**src/mfd_pkg.sv**
```systemverilog
// Package for the mesh forward decision block: constants, field widths and shared types.
// No dependencies.
`timescale 1ns / 1ps
package mfd_pkg;
  localparam logic [31:0] DefaultSeed = 32'h6d2b79f5;
  localparam logic [16:0] CrowdLow    = 17'd6554;
  localparam logic [16:0] CrowdHigh   = 17'd58982;
  localparam logic [16:0] CrowdOne   = 17'd65536;
  localparam logic [15:0] CrowdSpan   = 16'd52428;
  localparam logic [31:0] FullScale   = 32'hFFFFFFFF;
  localparam int unsigned InBytes     = 30;
  localparam int unsigned OutBytes    = 1;

  typedef enum logic [0:0] {
    RegThreshold = 1'b0,
    RegSeed      = 1'b1
  } reg_index_t;

  typedef enum logic [2:0] {
    OpDen   = 3'd0,
    OpNum   = 3'd1,
    OpRhs   = 3'd2,
    OpHigh  = 3'd3,
    OpSqX   = 3'd4,
    OpSqY   = 3'd5,
    OpSqZ   = 3'd6,
    OpThr   = 3'd7
  } op_t;
endpackage

```
**src/mfd_mul.sv**
```systemverilog
// Shared 32x32 unsigned multiplier with a registered product.
// Depends on nothing.
`timescale 1ns / 1ps
module mfd_mul (
  input  logic        clk,
  input  logic [31:0] a,
  input  logic [31:0] b,
  output logic [63:0] p
);
  always_ff @(posedge clk) begin
    p <= {32'b0, a} * {32'b0, b};
  end
endmodule

```
**src/mesh_forward_decision_top.sv**
```systemverilog
// Mesh forward decision: takes a packet beat, returns one forward flag beat.
// The forward flag is registered after eight passes through the shared
// multiplier and a decision step; a ttl-zero beat skips both.
// A new beat is taken only in the idle state, once the last result is loaded;
// a stalled result holds the decision in the block until the output drains.
// Synchronous active-high reset: generator word 0x6d2b79f5, threshold 0, idle.
// Depends on mfd_pkg and mfd_mul.
`timescale 1ns / 1ps
module mesh_forward_decision_top (
  input  logic                              clk,
  input  logic                              rst,
  input  logic                              s_tvalid,
  output logic                              s_tready,
  // ttl, crowding, neighbor_count, hop_location_valid, own_location_valid,
  // own_x, own_y, own_z, hop_x, hop_y, hop_z, zero pad
  input  logic [mfd_pkg::InBytes*8-1:0]     s_tdata,
  output logic                              m_tvalid,
  input  logic                              m_tready,
  // forward, zero pad
  output logic [mfd_pkg::OutBytes*8-1:0]    m_tdata,
  input  logic                              cfg_we,
  input  logic [0:0]                        cfg_index,
  input  logic [31:0]                       cfg_data
);
  typedef enum logic [1:0] {IDLE, RUN, DONE} state_t;

  state_t             state;
  logic [3:0]         step;
  logic [31:0]        rng_word;
  logic signed [31:0] threshold;
  logic               forward;
  logic               decision;
  logic               out_load;

  logic [15:0] n_r;
  logic [15:0] c_diff, n_m2;
  logic        c_low, c_high, r_full, prox_skip;
  logic [31:0] dx, dy, dz;
  logic [31:0] den_r;
  logic [63:0] num_r, rhs_r, thr2_r;
  logic [63:0] hi_r;
  logic [65:0] acc;

  logic [31:0] mul_a, mul_b;
  logic [63:0] prod;

  logic [7:0]  in_ttl;
  logic [17:0] in_crowd;
  logic [15:0] in_n, n_eff;
  logic [16:0] c_clamp;
  logic [31:0] rng_step, r_s1, r_s2;
  logic [32:0] ex, ey, ez;
  logic        crowd_ok, prox_ok;

  assign in_ttl   = s_tdata[7:0];
  assign in_crowd = s_tdata[25:8];
  assign in_n     = s_tdata[41:26];
  assign n_eff    = (in_n == 16'd0) ? 16'd1 : in_n;
  assign c_clamp  = in_crowd[17] ? 17'd0 :
                    (in_crowd[16:0] > mfd_pkg::CrowdOne) ? mfd_pkg::CrowdOne : in_crowd[16:0];

  assign r_s1     = rng_word ^ (rng_word << 13);
  assign r_s2     = r_s1 ^ (r_s1 >> 17);
  assign rng_step = r_s2 ^ (r_s2 << 5);

  assign ex = {s_tdata[171], s_tdata[171:140]} - {s_tdata[75], s_tdata[75:44]};
  assign ey = {s_tdata[203], s_tdata[203:172]} - {s_tdata[107], s_tdata[107:76]};
  assign ez = {s_tdata[235], s_tdata[235:204]} - {s_tdata[139], s_tdata[139:108]};

  assign s_tready = (state == IDLE);
  assign out_load = (state == DONE) && (step != 4'd9) && (!m_tvalid || m_tready);

  always_comb begin
    mul_a = 32'd0;
    mul_b = 32'd0;
    case (mfd_pkg::op_t'(step[2:0]))
      mfd_pkg::OpDen: begin
        mul_a = {16'd0, mfd_pkg::CrowdSpan};
        mul_b = {16'd0, n_r};
      end
      mfd_pkg::OpNum: begin
        mul_a = {16'd0, c_diff};
        mul_b = {16'd0, n_m2};
      end
      mfd_pkg::OpRhs: begin
        mul_a = mfd_pkg::FullScale - rng_word - 32'd1;
        mul_b = den_r;
      end
      mfd_pkg::OpHigh: begin
        mul_a = rng_word + 32'd1;
        mul_b = {16'd0, n_r};
      end
      mfd_pkg::OpSqX: begin
        mul_a = dx;
        mul_b = dx;
      end
      mfd_pkg::OpSqY: begin
        mul_a = dy;
        mul_b = dy;
      end
      mfd_pkg::OpSqZ: begin
        mul_a = dz;
        mul_b = dz;
      end
      mfd_pkg::OpThr: begin
        mul_a = threshold;
        mul_b = threshold;
      end
      default: begin
        mul_a = 32'd0;
        mul_b = 32'd0;
      end
    endcase
  end

  mfd_mul u_mul (
    .clk (clk),
    .a   (mul_a),
    .b   (mul_b),
    .p   (prod)
  );

  always_comb begin
    if (c_low) begin
      crowd_ok = !r_full;
    end else if (r_full) begin
      crowd_ok = 1'b0;
    end else if (c_high) begin
      crowd_ok = hi_r <= {31'd0, mfd_pkg::FullScale, 1'b0};
    end else begin
      crowd_ok = num_r <= rhs_r;
    end
    prox_ok = prox_skip || (acc > {2'b0, thr2_r});
  end

  always_ff @(posedge clk) begin
    if (rst) begin
      state     <= IDLE;
      step      <= 4'd0;
      rng_word  <= mfd_pkg::DefaultSeed;
      threshold <= 32'sd0;
      m_tvalid  <= 1'b0;
      forward   <= 1'b0;
      decision  <= 1'b0;
    end else begin
      if (out_load) begin
        m_tvalid <= 1'b1;
      end else if (m_tready) begin
        m_tvalid <= 1'b0;
      end
      if (cfg_we) begin
        case (mfd_pkg::reg_index_t'(cfg_index))
          mfd_pkg::RegThreshold: threshold <= cfg_data;
          mfd_pkg::RegSeed:      rng_word  <= (cfg_data == 32'd0) ? mfd_pkg::DefaultSeed
                                                                  : cfg_data;
          default: ;
        endcase
      end
      case (state)
        IDLE: begin
          if (s_tvalid) begin
            step <= 4'd0;
            if (in_ttl == 8'd0) begin
              decision <= 1'b0;
              state    <= DONE;
            end else begin
              rng_word <= rng_step;
              state    <= RUN;
            end
          end
        end
        RUN: begin
          step <= step + 4'd1;
          case (step)
            4'd1: den_r  <= prod[31:0];
            4'd2: num_r  <= {prod[31:0], 32'd0} - {32'd0, prod[31:0]};
            4'd3: rhs_r  <= prod;
            4'd4: hi_r   <= prod;
            4'd5: acc    <= {2'b0, prod};
            4'd6: acc    <= acc + {2'b0, prod};
            4'd7: acc    <= acc + {2'b0, prod};
            4'd8: begin
              thr2_r <= prod;
              state  <= DONE;
            end
            default: ;
          endcase
        end
        DONE: begin
          if (step == 4'd9) begin
            decision <= crowd_ok && prox_ok;
            step     <= 4'd0;
          end
          if (out_load) begin
            forward <= decision;
            state   <= IDLE;
          end
        end
        default: state <= IDLE;
      endcase
    end
  end

  // operand capture, no reset needed
  always_ff @(posedge clk) begin
    if (state == IDLE && s_tvalid) begin
      n_r       <= n_eff;
      c_diff    <= c_clamp[15:0] - mfd_pkg::CrowdLow[15:0];
      n_m2      <= n_eff - 16'd2;
      c_low     <= (c_clamp <= mfd_pkg::CrowdLow) || (n_eff <= 16'd2);
      c_high    <= c_clamp >= mfd_pkg::CrowdHigh;
      r_full    <= rng_step == mfd_pkg::FullScale;
      prox_skip <= !(s_tdata[42] && s_tdata[43]) || threshold[31];
      dx        <= ex[32] ? 32'(-ex) : ex[31:0];
      dy        <= ey[32] ? 32'(-ey) : ey[31:0];
      dz        <= ez[32] ? 32'(-ez) : ez[31:0];
    end
  end

  assign m_tdata = {7'd0, forward};
endmodule

```
**config.mk**
```make
export PLATFORM = sky130hd
export DESIGN_NAME = mesh_forward_decision_top
export DESIGN_NICKNAME = d
export VERILOG_FILES = /design/src/mfd_pkg.sv /design/src/mfd_mul.sv /design/src/mesh_forward_decision_top.sv
export SDC_FILE = /design/constraint.sdc
export NUM_CORES = 2
export LEC_CHECK = 0
export BUFFER_PORTS_ARGS = -buffer_cell sky130_fd_sc_hd__buf_4
export CELL_PAD_IN_SITES_DETAIL_PLACEMENT = 1
export CELL_PAD_IN_SITES_GLOBAL_PLACEMENT = 1
export CORE_MARGIN = 2
export CORE_UTILIZATION = 32
export DETAILED_ROUTE_END_ITERATION = 10
export PLACE_DENSITY_LB_ADDON = 0.15
export SLEW_MARGIN = 25
export SYNTH_ARGS = -nofsm -noshare
export SYNTH_HDL_FRONTEND = slang
export SYNTH_SLANG_ARGS = --single-unit
```
**constraint.sdc**
```tcl
create_clock -name clk -period 16.6 [get_ports clk]
set_input_delay 2.49 -clock clk [delete_from_list [all_inputs] [get_ports clk]]
set_output_delay 2.49 -clock clk [all_outputs]
set_load 0.01 [all_outputs]
```
==> flow_metrics.tcl <==
set metrics [dict create \
    power.leakage_nw 36.8 \
    startpoint_type "flip-flop" \
    grt_max_degree 80 \
    antenna_found_initial 33 \
    critPathMaxFanout 35 \
    finalHoldViolations 0 \
    max_freq_mhz 79.5 \
    hpwl_um 223000 \
    status "finished, final reports clean" \
    max_stage_delay_ns 0.81 \
    synth-edff-count 501 \
    grt_pass1_wl_um 418000 \
    grt_pass1_vias 62100 \
    cts.repair.resized 0 \
    drive_gt1_share_pct 9.11 \
    skew_ns 0.0267 \
    die_w_um 481 \
    coreArea_um2 225000 \
    vias 58300 \
    worstMarginPinSlew_ns 1.16 \
    fin_crit_ns 12.59 \
    ys_top_cells_by_count "inv_1 (1,293), nand2_1 (964), fa_1 (900)" \
    layout.nets 9857 \
    clockBufferDepth 3 \
    cts_root_buffer "clkbuf_16" \
    drt-initial-drc-count 3905 \
    hold_path_startpoint "threshold[15]$_SDFFE_PP0P_" \
    rsz0062_at_grt "false" \
    postSynth.asyncResetShare_pct 0 \
    synth_compound_gate_area_share_pct 12.6 \
    power.density_nw_per_um2 136 \
    synthAdderAreaFrac_pct 34.5 \
    rows 174 \
    final-seq-area_um2 17800 \
    synth_top_family_by_area "adder cells" \
    synthXorXnorAreaFrac_pct 5.18 \
    cts_setup_buffers 0 \
    max-cap-violations 0 \
    setup_ws_ns 4.01 \
    die_h_um 481 \
    h-tree-depth 3 \
    tns_ns 0 \
    synth_top_area_cell "fa_1" \
    clk_latency_ns 0.68 \
    drt-total-wl_um 284000 \
    first_pass_iters 5 \
    finalCritPeriodShare_pct 75.8 \
    hold_depth 2 \
    setup_viol 0 \
    synth_cells 7948 \
    syn_area_um2 72700 \
    gp_congestion 0.907 \
    synth_top_cell_area_share_pct 24.8 \
    end_kind "flip-flop" \
    synth-seq-cells 638 \
    ys.flop_type "edfxtp_1" \
    criticalPathCategory "reg2reg" \
    cts_hold_buf 0 \
    yosysSeqAreaShare_pct 24.5 \
    cts_buffers 77 \
    dpl.cell_count 11000 \
    postRouteAntennaNets 0 \
    fillCellCount 25900 \
    synth_mux_area_share_pct 0.293 \
    holdWs_ns 0.458 \
    slew_viol_final 0 \
    crit_arrival_ns 13.13 \
    clock-sinks 638 \
    vias_per_cell 5.21 \
    yosys_warnings 0 \
    track_usage_pct 24.5 \
    hp-class "reg2reg" \
    drc 0 \
    start_util_pct 32.3 \
    fin_cells 11200 \
    final_cell_area_um2 81500 \
    boundaryPins 288 \
    slowest_stage "a2111oi_0" \
    reg2regPathDepth 33 \
    yosysMostFrequentCell "inv_1" \
    portBuffers 276 \
    final_core_util_pct 36.2 \
    timing.rr.end "u_mul.p[61]$_DFF_P_" \
    p_total_mw 11.1 \
    r2r_slack_ns 4.01 \
    cts_tree "yes" \
    synth.distinct_cells 103 \
    timing.rr.start "step[2]$_SDFFE_PP0P_" \
    maxSlewHeadroom_pct 22.5 \
    peakVddDrop_uv 306 \
    synth-simple-area-share_pct 14.2 \
    dp_slack_ns 4.13 \
    gr-total-overflow 0 \
    cts.clk_slew.worst_paths_ns 0.06 \
    multiInputGateArea_um2 49000 \
    placed_area_um2 78900 \
    synthTopCellsByArea "fa_1 (25%), edfxtp_1 (21%), ha_1 (9.7%)" \
    cp.required_ns 17.14 \
    holdPathEnd "threshold[15]$_SDFFE_PP0P_" \
    area_growth_syn_to_layout_pct 12.1 \
    synth_area_per_cell_um2 9.15 \
    dieArea_um2 231000 \
    drt-wirelength-per-cell_um 25.4 \
]
-- cells by family after synthesis --
family | Yosys count
simple gates | 2345
buf+inv | 1675
fa+ha+maj | 1466
compound gates | 1373
flops | 638
xor+xnor | 430
mux | 20
other cells | 1
-- layout by cell type (no fill, tap or decap), drive strengths merged, types with 23 or more instances in the layout --
master / Yosys / layout
a21o: 186 / 186
nor2b: 45 / 45
or3: 24 / 24
xor2: 151 / 151
a22oi: 26 / 26
o221ai: 23 / 23
o21bai: 30 / 30
edfxtp: 501 / 501
a211oi: 44 / 44
nor2: 751 / 751
a21oi: 363 / 363
a221oi: 50 / 50
o21a: 69 / 69
fa: 900 / 900
and2: 52 / 52
ha: 566 / 566
a22o: 27 / 27
nor3: 67 / 67
inv: 1293 / 1300
nor4: 45 / 45
clkbuf: 341 / 109
a31oi: 63 / 63
nand4: 96 / 96
buf: 40 / 459
o211ai: 40 / 40
and3: 49 / 49
o21ai: 258 / 258
nand2: 964 / 964
nand3: 113 / 113
o31ai: 25 / 25
nand2b: 44 / 44
xnor2: 279 / 279
dfxtp: 137 / 137
-- final cells by class --
class	count	area share (%)
timing repair buffer	461	4.28
multi-input combinational	5641	60.2
sequential	638	21.8
tap	2992	4.59
inverter	1294	5.96
antenna	14	0.0430
clock buffer	107	2.68
clock inverter	36	0.427
-- registers in the layout (all words and copies together) (netlist names), 64 cells and up --
| signal | cells |
|---|---|
| acc | 66 |
| hi_r | 64 |
| num_r | 64 |
| rhs_r | 64 |
| thr2_r | 64 |
| u_mul.p | 64 |
-- power breakdown --
group          internal (mW)  leakage (nW)  switching (mW)
sequential              2.03          5.69           0.122
clock                   1.00          1.24           0.733
combinational           2.84          29.8            4.36
total                   5.87          36.8            5.22
-- critical path: cells and delay by family (launching register included) --
family,cells,cell delay [ns]
fa+ha+maj,10,4.26
compound gates,8,4.23
simple gates,6,1.83
xor+xnor,1,0.16
buf+inv,8,1.13
flops,1,0.80
-- per-layer routing --
metal | vias to the layer above | share of wire, % | global-route usage [%]
li1 | 26400 | - | -
met1 | 30100 | 44 | 32.8
met2 | 1430 | 46 | 40.2
met3 | 334 | 5.6 | 3.94
met4 | 16 | 4.0 | 8.58
met5 | - | 0.039 | 0
-- worst max-delay path by stage --
stage / to / slack, ns / startpoint
3_3_place_gp: u_mul.p[63]$_DFF_P_ / 4.12 / step[2]$_SDFFE_PP0P_
2_1_floorplan: u_mul.p[58]$_DFF_P_ / 6.90 / step[2]$_SDFFE_PP0P_
3_5_place_dp: u_mul.p[61]$_DFF_P_ / 4.13 / step[2]$_SDFFE_PP0P_
4_1_cts: u_mul.p[61]$_DFF_P_ / 4.06 / step[2]$_SDFFE_PP0P_
6_report: u_mul.p[61]$_DFF_P_ / 4.01 / step[2]$_SDFFE_PP0P_
5_1_grt: u_mul.p[61]$_DFF_P_ / 3.35 / step[2]$_SDFFE_PP0P_
Note: power is estimated with default switching activity, not from simulation.
